===== src/rtl/rsld_pkg.sv =====
// Package for the run-length sprite line decoder.
// Holds the transfer payload types, the decoder phase type and the stream codes.
// Not used by rsld_ram; used by rle_sprite_line_decoder_unit.
package rsld_pkg;

    localparam int MAX_LINE_WIDTH_DEF = 1023;
    localparam int LINE_WIDTH_W       = 10;
    localparam logic [LINE_WIDTH_W-1:0] LINE_WIDTH_RST = 10'd640;
    localparam int PALETTE_DEPTH      = 256;
    localparam int PALETTE_W          = 8;
    localparam int PADDR_W            = 3;
    localparam int PDATA_W            = 32;

    localparam logic [PADDR_W-3:0] REG_LINE_WIDTH = 1'b0;

    localparam logic       KIND_STREAM = 1'b0;
    localparam logic       KIND_TABLE  = 1'b1;

    localparam logic [7:0] LT_DIRECT = 8'd0;
    localparam logic [7:0] LT_SIGNED = 8'd1;
    localparam logic [7:0] LT_SKIP   = 8'd2;
    localparam logic [7:0] LT_PAIRS  = 8'd3;
    localparam logic [7:0] LT_EMPTY  = 8'd4;
    localparam logic [7:0] END_MARK  = 8'hFF;

    localparam logic [1:0] SK_PIXELS  = 2'd0;
    localparam logic [1:0] SK_SKIP    = 2'd1;
    localparam logic [1:0] SK_EOL     = 2'd2;
    localparam logic [1:0] SK_UNKNOWN = 2'd3;

    typedef enum logic [2:0] {
        PH_TYPE    = 3'd0,
        PH_DIRECT  = 3'd1,
        PH_COUNT   = 3'd2,
        PH_LITERAL = 3'd3,
        PH_REPEAT  = 3'd4,
        PH_LEAD    = 3'd5,
        PH_TERM    = 3'd6
    } t_phase;

    typedef struct packed {
        logic       kind;
        logic [7:0] data_byte;
        logic [7:0] table_index;
    } t_in_item;

    typedef struct packed {
        logic [1:0] span_kind;
        logic [7:0] pixel;
        logic [7:0] span_length;
        logic       last_of_line;
    } t_out_item;

    typedef struct packed {
        logic [1:0] span_kind;
        logic [7:0] span_length;
        logic       last_of_line;
        logic       use_pixel;
    } t_span_meta;

endpackage


===== src/rtl/rle_sprite_line_decoder_unit.sv =====
// Run-length sprite line decoder: top level with control, palette RAM and output register.
// Depends on rsld_pkg and rsld_ram.
//
// The block takes one transfer per clock cycle on its input channel unless it stalls,
// either a compressed stream byte or a palette write, and delivers at most one span per
// stream byte. The synchronous palette RAM is read at the accepting edge; the span then
// passes from the stage-1 register to the output register. With the output side not
// stalling, one byte is taken every cycle; the single-port palette RAM, shared by stream
// reads and table writes, sets that figure. The palette has no reset, so every entry must
// be written before a stream byte refers to it. line_width sits at byte address 0 of the APB
// port; the user must write it only while the block is idle; the block does not enforce it.
module rle_sprite_line_decoder_unit #(
    parameter int MAX_LINE_WIDTH = rsld_pkg::MAX_LINE_WIDTH_DEF
) (
    input  logic                          i_clk,
    input  logic                          i_rst_n,
    input  logic                          i_in_valid,
    output logic                          o_in_stall,
    input  rsld_pkg::t_in_item            i_in_data,
    output logic                          o_out_valid,
    input  logic                          i_out_stall,
    output rsld_pkg::t_out_item           o_out_data,
    input  logic                          psel,
    input  logic                          penable,
    input  logic                          pwrite,
    input  logic [rsld_pkg::PADDR_W-1:0]  paddr,
    input  logic [rsld_pkg::PDATA_W-1:0]  pwdata,
    output logic [rsld_pkg::PDATA_W-1:0]  prdata,
    output logic                          pready
);

    localparam int CAP   = (MAX_LINE_WIDTH < 1023) ? MAX_LINE_WIDTH : 1023;
    localparam int CW    = $clog2(CAP + 1);
    localparam int BL_W  = (CW > 8) ? CW : 8;
    localparam int LW_W  = rsld_pkg::LINE_WIDTH_W;

    logic [LW_W-1:0]          r_line_width;
    rsld_pkg::t_phase         r_phase,  n_phase;
    logic [1:0]               r_line_kind, n_line_kind;
    logic [BL_W-1:0]          r_bytes_left, n_bytes_left;
    logic [6:0]               r_repeat, n_repeat;
    logic                     r_s1_valid, n_s1_valid;
    rsld_pkg::t_span_meta     r_s1_meta;
    logic                     r_out_valid, n_out_valid;
    rsld_pkg::t_out_item      r_out;

    logic                     s1_move;
    logic                     in_accept;
    logic                     stream_accept;
    logic [7:0]               b;
    logic [BL_W-1:0]          w_sat;
    logic [BL_W-1:0]          bl_dec;
    logic [7:0]               neg_count;
    logic                     emit;
    rsld_pkg::t_span_meta     span;
    logic [7:0]               ram_rdata;
    logic                     cfg_write;

    assign b             = i_in_data.data_byte;
    assign s1_move       = r_s1_valid && (!r_out_valid || !i_out_stall);
    assign o_in_stall    = r_s1_valid && !s1_move;
    assign in_accept     = i_in_valid && !o_in_stall;
    assign stream_accept = in_accept && (i_in_data.kind == rsld_pkg::KIND_STREAM);

    assign w_sat     = (32'(r_line_width) > CAP) ? BL_W'(CAP) : BL_W'(r_line_width);
    assign bl_dec    = (r_bytes_left != '0) ? (r_bytes_left - BL_W'(1)) : r_bytes_left;
    assign neg_count = 8'd0 - b;

    always_comb begin
        n_phase      = r_phase;
        n_line_kind  = r_line_kind;
        n_bytes_left = r_bytes_left;
        n_repeat     = r_repeat;
        case (r_phase)
            rsld_pkg::PH_TYPE: begin
                case (b) inside
                    rsld_pkg::LT_DIRECT: begin
                        n_line_kind = 2'd0;
                        if (w_sat != '0) begin
                            n_bytes_left = w_sat;
                            n_phase      = rsld_pkg::PH_DIRECT;
                        end
                    end
                    rsld_pkg::LT_SIGNED, rsld_pkg::LT_SKIP: begin
                        n_line_kind = b[1:0];
                        n_phase     = rsld_pkg::PH_COUNT;
                    end
                    rsld_pkg::LT_PAIRS: begin
                        n_line_kind = 2'd3;
                        n_phase     = rsld_pkg::PH_LEAD;
                    end
                    default: begin
                    end
                endcase
            end
            rsld_pkg::PH_DIRECT: begin
                n_bytes_left = bl_dec;
                if (bl_dec == '0) begin
                    n_phase = rsld_pkg::PH_TYPE;
                end
            end
            rsld_pkg::PH_COUNT: begin
                if (b == 8'd0) begin
                    n_phase = (r_line_kind == 2'd3) ? rsld_pkg::PH_TERM : rsld_pkg::PH_TYPE;
                end else if (b[7]) begin
                    n_bytes_left = BL_W'(neg_count);
                    n_phase      = rsld_pkg::PH_LITERAL;
                end else if (r_line_kind != 2'd2) begin
                    n_repeat = b[6:0];
                    n_phase  = rsld_pkg::PH_REPEAT;
                end
            end
            rsld_pkg::PH_LITERAL: begin
                n_bytes_left = bl_dec;
                if (bl_dec == '0) begin
                    n_phase = (r_line_kind == 2'd3) ? rsld_pkg::PH_TERM : rsld_pkg::PH_COUNT;
                end
            end
            rsld_pkg::PH_REPEAT: begin
                n_phase = (r_line_kind == 2'd3) ? rsld_pkg::PH_TERM : rsld_pkg::PH_COUNT;
            end
            rsld_pkg::PH_LEAD: begin
                n_phase = rsld_pkg::PH_COUNT;
            end
            rsld_pkg::PH_TERM: begin
                n_phase = (b == rsld_pkg::END_MARK) ? rsld_pkg::PH_TYPE : rsld_pkg::PH_COUNT;
            end
            default: begin
                n_phase = rsld_pkg::PH_TYPE;
            end
        endcase
    end

    always_comb begin
        emit              = 1'b0;
        span.span_kind    = rsld_pkg::SK_PIXELS;
        span.span_length  = 8'd0;
        span.last_of_line = 1'b0;
        span.use_pixel    = 1'b0;
        case (r_phase)
            rsld_pkg::PH_TYPE: begin
                case (b) inside
                    rsld_pkg::LT_DIRECT: begin
                        if (w_sat == '0) begin
                            emit              = 1'b1;
                            span.span_kind    = rsld_pkg::SK_EOL;
                            span.last_of_line = 1'b1;
                        end
                    end
                    rsld_pkg::LT_SIGNED, rsld_pkg::LT_SKIP, rsld_pkg::LT_PAIRS: begin
                    end
                    rsld_pkg::LT_EMPTY: begin
                        emit              = 1'b1;
                        span.span_kind    = rsld_pkg::SK_EOL;
                        span.last_of_line = 1'b1;
                    end
                    default: begin
                        emit              = 1'b1;
                        span.span_kind    = rsld_pkg::SK_UNKNOWN;
                        span.last_of_line = 1'b1;
                    end
                endcase
            end
            rsld_pkg::PH_DIRECT: begin
                emit              = 1'b1;
                span.span_length  = 8'd1;
                span.use_pixel    = 1'b1;
                span.last_of_line = (bl_dec == '0);
            end
            rsld_pkg::PH_COUNT: begin
                if (b == 8'd0) begin
                    if (r_line_kind != 2'd3) begin
                        emit              = 1'b1;
                        span.span_kind    = rsld_pkg::SK_EOL;
                        span.last_of_line = 1'b1;
                    end
                end else if (!b[7] && (r_line_kind == 2'd2)) begin
                    emit             = 1'b1;
                    span.span_kind   = rsld_pkg::SK_SKIP;
                    span.span_length = b;
                end
            end
            rsld_pkg::PH_LITERAL: begin
                emit             = 1'b1;
                span.span_length = 8'd1;
                span.use_pixel   = 1'b1;
            end
            rsld_pkg::PH_REPEAT: begin
                emit             = 1'b1;
                span.span_length = {1'b0, r_repeat};
                span.use_pixel   = 1'b1;
            end
            rsld_pkg::PH_LEAD: begin
                emit             = 1'b1;
                span.span_kind   = rsld_pkg::SK_SKIP;
                span.span_length = b;
            end
            rsld_pkg::PH_TERM: begin
                emit = 1'b1;
                if (b == rsld_pkg::END_MARK) begin
                    span.span_kind    = rsld_pkg::SK_EOL;
                    span.last_of_line = 1'b1;
                end else begin
                    span.span_kind   = rsld_pkg::SK_SKIP;
                    span.span_length = b;
                end
            end
            default: begin
            end
        endcase
    end

    rsld_ram #(
        .WIDTH (rsld_pkg::PALETTE_W),
        .DEPTH (rsld_pkg::PALETTE_DEPTH)
    ) u_palette (
        .i_clk   (i_clk),
        .i_en    (in_accept),
        .i_we    (i_in_data.kind == rsld_pkg::KIND_TABLE),
        .i_addr  ((i_in_data.kind == rsld_pkg::KIND_TABLE) ? i_in_data.table_index : b),
        .i_wdata (b),
        .o_rdata (ram_rdata)
    );

    always_comb begin
        n_s1_valid = r_s1_valid;
        if (in_accept) begin
            n_s1_valid = stream_accept && emit;
        end else if (s1_move) begin
            n_s1_valid = 1'b0;
        end
        n_out_valid = r_out_valid;
        if (s1_move) begin
            n_out_valid = 1'b1;
        end else if (!i_out_stall) begin
            n_out_valid = 1'b0;
        end
    end

    assign cfg_write = psel && penable && pwrite && pready;

    always_ff @(posedge i_clk) begin
        if (!i_rst_n) begin
            r_line_width <= rsld_pkg::LINE_WIDTH_RST;
            r_phase      <= rsld_pkg::PH_TYPE;
            r_line_kind  <= 2'd0;
            r_bytes_left <= '0;
            r_repeat     <= 7'd0;
            r_s1_valid   <= 1'b0;
            r_out_valid  <= 1'b0;
        end else begin
            if (cfg_write && (paddr[rsld_pkg::PADDR_W-1:2] == rsld_pkg::REG_LINE_WIDTH)) begin
                r_line_width <= pwdata[LW_W-1:0];
            end
            if (stream_accept) begin
                r_phase      <= n_phase;
                r_line_kind  <= n_line_kind;
                r_bytes_left <= n_bytes_left;
                r_repeat     <= n_repeat;
            end
            r_s1_valid  <= n_s1_valid;
            r_out_valid <= n_out_valid;
        end
    end

    always_ff @(posedge i_clk) begin
        if (stream_accept) begin
            r_s1_meta <= span;
        end
        if (s1_move) begin
            r_out.span_kind    <= r_s1_meta.span_kind;
            r_out.pixel        <= r_s1_meta.use_pixel ? ram_rdata : 8'd0;
            r_out.span_length  <= r_s1_meta.span_length;
            r_out.last_of_line <= r_s1_meta.last_of_line;
        end
    end

    assign o_out_valid = r_out_valid;
    assign o_out_data  = r_out;
    assign pready      = 1'b1;
    assign prdata      = (paddr[rsld_pkg::PADDR_W-1:2] == rsld_pkg::REG_LINE_WIDTH)
                         ? rsld_pkg::PDATA_W'(r_line_width) : '0;

endmodule


===== src/rtl/rsld_ram.sv =====
// Generic single-port synchronous RAM with a registered read port.
// Depends on nothing; instantiated by rle_sprite_line_decoder_unit.
module rsld_ram #(
    parameter int WIDTH = 8,
    parameter int DEPTH = 256
) (
    input  logic                     i_clk,
    input  logic                     i_en,
    input  logic                     i_we,
    input  logic [$clog2(DEPTH)-1:0] i_addr,
    input  logic [WIDTH-1:0]         i_wdata,
    output logic [WIDTH-1:0]         o_rdata
);

    logic [WIDTH-1:0] r_mem [DEPTH];
    logic [WIDTH-1:0] r_rdata;

    always_ff @(posedge i_clk) begin
        if (i_en) begin
            if (i_we) begin
                r_mem[i_addr] <= i_wdata;
            end
            r_rdata <= r_mem[i_addr];
        end
    end

    assign o_rdata = r_rdata;

endmodule

===== config.mk =====
export PLATFORM = sky130hd
export DESIGN_NAME = rle_sprite_line_decoder_unit
export DESIGN_NICKNAME = d
export VERILOG_FILES = /design/src/rtl/rsld_pkg.sv /design/src/rtl/rle_sprite_line_decoder_unit.sv /design/src/rtl/rsld_ram.sv
export SDC_FILE = /design/constraint.sdc
export NUM_CORES = 2
export LEC_CHECK = 0
export ABC_CLOCK_PERIOD_IN_PS = 3560
export BUFFER_PORTS_ARGS = -buffer_cell sky130_fd_sc_hd__buf_2
export CAP_MARGIN = 20
export CORE_UTILIZATION = 56
export DETAILED_ROUTE_END_ITERATION = 12
export PLACE_DENSITY = 0.75
export SLEW_MARGIN = 10
export SYNTH_ARGS = -nofsm -noshare
export SYNTH_HDL_FRONTEND = slang
export SYNTH_HIERARCHICAL = 1
export SYNTH_SLANG_ARGS = --single-unit

===== constraint.sdc =====
create_clock -name i_clk -period 3.56 [get_ports i_clk]
set_clock_uncertainty 0.15 [all_clocks]
set_input_delay 0.534 -clock i_clk [delete_from_list [all_inputs] [get_ports i_clk]]
set_output_delay 0.534 -clock i_clk [all_outputs]
set_load 0.01 [all_outputs]

Word level (Yosys, flattened, before mapping)
Memories as Yosys holds them, arrays and structs flattened. A register that Yosys moved wholly into a read port is not among the register bits.
Index checks and enable logic that the tools add are counted.
{"block": "op_classes", "add_sub_neg": 2, "multipliers": 0, "div": 0, "magnitude_cmp": 0, "n_eq_ne": 25, "n_shift": 0, "n_mux": 54, "n_bitwise": 4, "reduce_logical": 33}
{"op": "$mux 10", "n": 6}
{"op": "$pmux 8 s5", "n": 1}
{"op": "$mux 3", "n": 11}
{"op": "$pmux 10 s3", "n": 1}
{"op": "$mux 8", "n": 3}
{"op": "$pmux 3 s7", "n": 1}
{"op": "$logic_not 10->1", "n": 2}
{"op": "$mux 2", "n": 10}
{"op": "$reduce_bool 10->1", "n": 2}
{"op": "$mux 1", "n": 17}
{"op": "$eq 8x2->1 const B", "n": 2}
{"op": "$ne 2x2->1 const B", "n": 8}
{"op": "$reduce_and 6->1", "n": 2}
{"op": "$sub 10x1->10 const B", "n": 1}
{"op": "$eq 3x3->1 const B", "n": 3}
{"op": "$logic_and 1x1->1", "n": 9}
{"op": "$mux 9", "n": 1}
{"op": "$eq 8x1->1 const B", "n": 1}
{"op": "$eq 8x3->1 const B", "n": 1}
{"op": "$eq 8x8->1 const B", "n": 1}
{"op": "$logic_not 8->1", "n": 1}
{"op": "$pmux 2 s4", "n": 1}
{"op": "$sub 1x8->8 const A", "n": 1}
{"op": "$eq 3x2->1 const B", "n": 2}
{"op": "19 further kinds", "n": 30}
{"block": "word_totals", "ff_bits": 65, "latchBits": 0, "ram_bits": 2048, "romBits": 0, "word_cells": 134, "mem_count": 1}
{"name": "u_palette.r_mem", "depth": 256, "width": 8, "read_ports": 1, "rd_clocked_by_memory_dff": 1, "write_ports": 1, "line_no": "rsld_ram.sv:15", "text": "logic [WIDTH-1:0] r_mem [DEPTH];"}

Logic depth before layout (Yosys ltp)
{"block": "depth", "word_depth": 10, "mapped_depth": 12, "ltp_nobuf": 9}

Modules after synthesis
Netlist, hierarchy kept.
{"module": "rsld_ram", "instances": 1, "cells_each": 3525, "area_per_inst_um2": 78363.9}
{"module": "rle_sprite_line_decoder_unit", "instances": 1, "cells_each": 417, "area_per_inst_um2": 3717.3}

Least setup slack after synthesis
Ideal clock, no wire load.
{"block": "synth_path", "path_type": "input to register", "startpoint": "input i_in_data[16] (netlist name)", "endpoint": "memory u_palette.r_mem[105][0], enable pin", "setup_ns": 0.370, "arrival_time_ns": 2.850, "path_slack_ns": 0.190, "cell_stages": 11, "n_path_buf": 6, "cell_sequence": "clkbuf_1 > nand2_1 > o21ai_0 > clkbuf_1 > buf_4 > buf_4 > buf_2 > nor3b_1 > nand2_1 > clkbuf_1 > nor2_1"}
{"block": "synth_between", "elab_chain_len": 3, "elab_cells_between_ends": 4, "classes_between": "4 x mux"}
{"item": "from (decl)", "line_no": "rle_sprite_line_decoder_unit.sv:19", "text": "input rsld_pkg::t_in_item i_in_data,"}
{"item": "$mux 1", "line_no": "rsld_ram.sv:20", "text": "if (i_we) begin"}
{"item": "$mux 1", "line_no": "rsld_ram.sv:19", "text": "if (i_en) begin"}
{"item": "$mux 1 (implied by the code)", "line_no": "rsld_ram.sv:21", "text": "r_mem[i_addr] <= i_wdata;"}
{"item": "to (decl)", "line_no": "rsld_ram.sv:15"}
Parallel ways exist; a longest one is shown, timed or not.

Worst setup path after layout
{"block": "layout_path", "startpoint": "input i_in_data[16] (netlist name)", "endpoint": "register u_palette.r_rdata[3], in the netlist u_palette/o_rdata[3] (read register of u_palette.r_mem), data pin"}
{"block": "layout_between", "elab_chain_len": 1}
{"item": "$mux 8", "line_no": "rle_sprite_line_decoder_unit.sv:220", "text": ".i_addr ((i_in_data.kind == rsld_pkg::KIND_TABLE) ? i_in_data.table_index : b),"}
{"item": "to (decl)", "line_no": "rsld_ram.sv:16", "text": "logic [WIDTH-1:0] r_rdata;"}
No other way between the ends.
A chain may end at the register's enable or synchronous reset.

==> impl_metrics.env <==
export IMPL_synth_top_cells_by_area="edfxtp_1, mux4_2, a22oi_1"
export IMPL_min_path_cells=6
export IMPL_final_antenna_violating_net_count=0
export IMPL_io_buffers=65
export IMPL_cap_viol_max_count=0
export IMPL_route_vias_total=43500
export IMPL_number_of_antenna_violations_at_the_first_check_in_global_routing=5
export IMPL_arrival_ps=3900
export IMPL_setup_slack_of_the_worst_register_to_register_path_ps=640
export IMPL_grt_ovfl_total=0
export IMPL_r2r_cells=6
export IMPL_netlist_cell_type_count=64
export IMPL_worstMarginPinSlew_ps=1080
export IMPL_die_height_um=385
export IMPL_worstPathCellList="buf_2 > buf_4 > o21ai_4 > buf_12 > buf_12 > buf_12 > mux4_2 > a22oi_1 > a21oi_1 > o41ai_1 > buf_4 > nand4_1"
export IMPL_wl_met3_mm=21.8
export IMPL_setup_violations_final=0
export IMPL_ys_seq_elements=2121
export IMPL_tritoncts="done"
export IMPL_final_max_slew_viol_count=0
export IMPL_synthCells=3942
export IMPL_hold_violations=0
export IMPL_ff_latch_area_um2=63400
export IMPL_place_detailed_hpwl_mm=124
export IMPL_post_route_min_period_ps=3470
export IMPL_totalNegativeSetupSlack_ps=0
export IMPL_multi_input_comb_area_um2=17600
export IMPL_yosys_area_top_type_share_pct=76.4
export IMPL_clockRootBuffer="clkbuf_16"
export IMPL_core_region_area_um2=146000
export IMPL_ir_drop_v=0.000548
export IMPL_post_route_cells_drive_above_1_share_pct=31.6
export IMPL_flow_area_growth_from_synthesis_pct=16.8
export IMPL_required_ps=4000
export IMPL_routed_wirelength_mm=202
export IMPL_detail_route_wl_per_cell_um=30.3
export IMPL_synth_common_cells="edfxtp_1, mux4_2, nor2_1, a22oi_1, a21oi_1"
export IMPL_post_cts_resized_instances=0
export IMPL_drt_initial_drc_count=6028
export IMPL_vias_per_cell=6.51
export IMPL_min_delay_path_class="in -> reg"
export IMPL_final_net_count=4645
export IMPL_yosysWarnings=6
export IMPL_grt_first_pass_wirelength_mm=292
export IMPL_finalCritPeriodShare_pct=97.4
export IMPL_synthArstFlopShare_pct=0
export IMPL_die_area_um2=148000
export IMPL_top_layer_used="met5"
export IMPL_drt_first_pass_iters=5
export IMPL_hold_ws_ps=114
export IMPL_ioPinCount=113
export IMPL_cp_max_fo=19
export IMPL_finish_utilization_pct=65.9
export IMPL_cp_slowest_stage_delay_ps=840
export IMPL_rows=140
export IMPL_die_width_um=385
export IMPL_critical_path_startpoint_type="input port"
export IMPL_clkTransAtPathRegs_ps=70
export IMPL_final_wtd_congestion=0.890
export IMPL_fmax_ghz=0.288
export IMPL_max_slew_margin_rel_pct=28.1
export IMPL_setup_repair_after_global_routing_missed_its_margin="no"
export IMPL_routed_length_on_met1_mm=73.1
export IMPL_slowest_stage="o41ai_1"
export IMPL_crit_path_end_kind="flop"
export IMPL_category_of_the_critical_setup_timing_path="in -> reg"
export IMPL_p_per_area_nw_per_um2=549
export IMPL_tritoncts_num_sinks=2121
export IMPL_synth_seq_area_share_pct=77.2
export IMPL_outcome="finished, final reports clean"
export IMPL_cts_htree_levels=4
export IMPL_crit_top_cell="buf_12"
export IMPL_fill_cells=8859
export IMPL_first_global_vias=43400
export IMPL_synthesis_area_per_instance_um2=20.8
export IMPL_grt_total_usage_pct=27.6
export IMPL_clock_tree_buffer_depth=3
export IMPL_yosysTopAreaCell="edfxtp_1"
export IMPL_synth_enable_flop_cells=2087
export IMPL_syn_area_um2=82100
export IMPL_yosysMostFrequentCell="edfxtp_1"
export IMPL_floorplan_initialDensity_pct=56.4
export IMPL_drcViolationCount=0
export IMPL_met2RoutedLength_mm=100
export IMPL_cts_buffer_count=200
export IMPL_grt_start_max_net_pins=191
export IMPL_clk_insertion_delay_late_ps=830
export IMPL_yosys_most_used_dff="edfxtp_1"
export IMPL_static_leakage_power_nw=30.8
==> per-stage QoR <==
step	power (W)	worst slack [ps]	cell area, um2	cells
floorplan	0.0304	190	82200	3963
global route	0.0540	13.4	95900	6672
finish	0.0526	93.5	95900	6674
CTS	0.0528	174	95900	6671
global placement	0.0321	-606	89200	6271
detailed placement	0.0322	-705	89200	6271
==> cell families (layout without fill, tap and decap cells) <==
logic type               Yosys count  after routing  share of synthesized area (%)
adder cells (fa/ha/maj)            6              6                         0.0915
XOR/XNOR                           6              6                         0.0640
other                              2             25                        0.00915
buffers and inverters            281           1073                           1.59
AO/OA/AOI/OAI                    509            509                           4.20
AND/OR/NAND/NOR                  493            493                           2.66
flip-flops                      2121           2121                           77.2
multiplexers                     524            524                           14.2
==> final timing paths <==
kind	endpoint	startpoint
worst max-delay path	u_palette/o_rdata[3]	i_in_data[16]
worst min-delay path	r_repeat[1]	i_in_data[9]
worst max register to register	u_palette/o_rdata[3]	u_palette/r_mem[47][3]
worst min register to register	o_out_data[0]	r_s1_meta[1]
==> placed cells by master (no fill, tap or decap), types with 23 or more instances in the layout <==
cell type	count
clkinv_2	39
a22oi_1	256
dlygate4sd3_1	23
buf_12	75
clkinv_1	47
nand2_1	66
conb_1	23
mux4_2	512
buf_2	57
nor2_1	299
a21oi_1	160
edfxtp_1	2087
clkbuf_16	204
buf_4	519
o41ai_1	33
dfxtp_1	34
clkbuf_1	45
==> registers in the layout, indices dropped and copies added (netlist names) <==
signal,cells
o_out_valid,1
r_s1_meta,12
r_line_kind,2
r_phase,3
u_palette/r_mem,2048
r_line_width,10
r_bytes_left,10
o_out_data,19
u_palette/o_rdata,8
r_s1_valid,1
r_repeat,7
==> timing repair <==
action | CTS | global route
buffers inserted | 0 | 0
hold buffers | 23 | 0
hold endpoints to repair | 95 | 0
==> layer usage <==
metal | vias to the layer above | GRT usage [%]
li1 | 17700 | -
met1 | 22500 | 36.8
met2 | 2863 | 44.7
met3 | 428 | 6.30
met4 | 6 | 10.4
met5 | - | 0
==> cell type report <==
class	instances	share of cell area [%]
flip-flops and latches	2121	66.1
repair buffers	683	6.32
inverters	13	0.0509
clock buffers	253	5.56
multi-input cells	1561	18.3
diodes	2	0.00522
well taps	1917	2.50
clock inverters	124	1.17
==> critical path: cells and delay by family <==
kind,cells,cell delay (ps)
mux,1,530
buf+inv,6,1220
compound gates,4,1480
simple gates,1,90
==> where the power goes <==
part / total, W / switching (W) / internal (W)
Sequential: 0.0276 / 0.000101 / 0.0275
Clock: 0.0209 / 0.00911 / 0.0118
Combinational: 0.00406 / 0.00238 / 0.00168
Note: power is estimated with default switching activity, not from simulation.
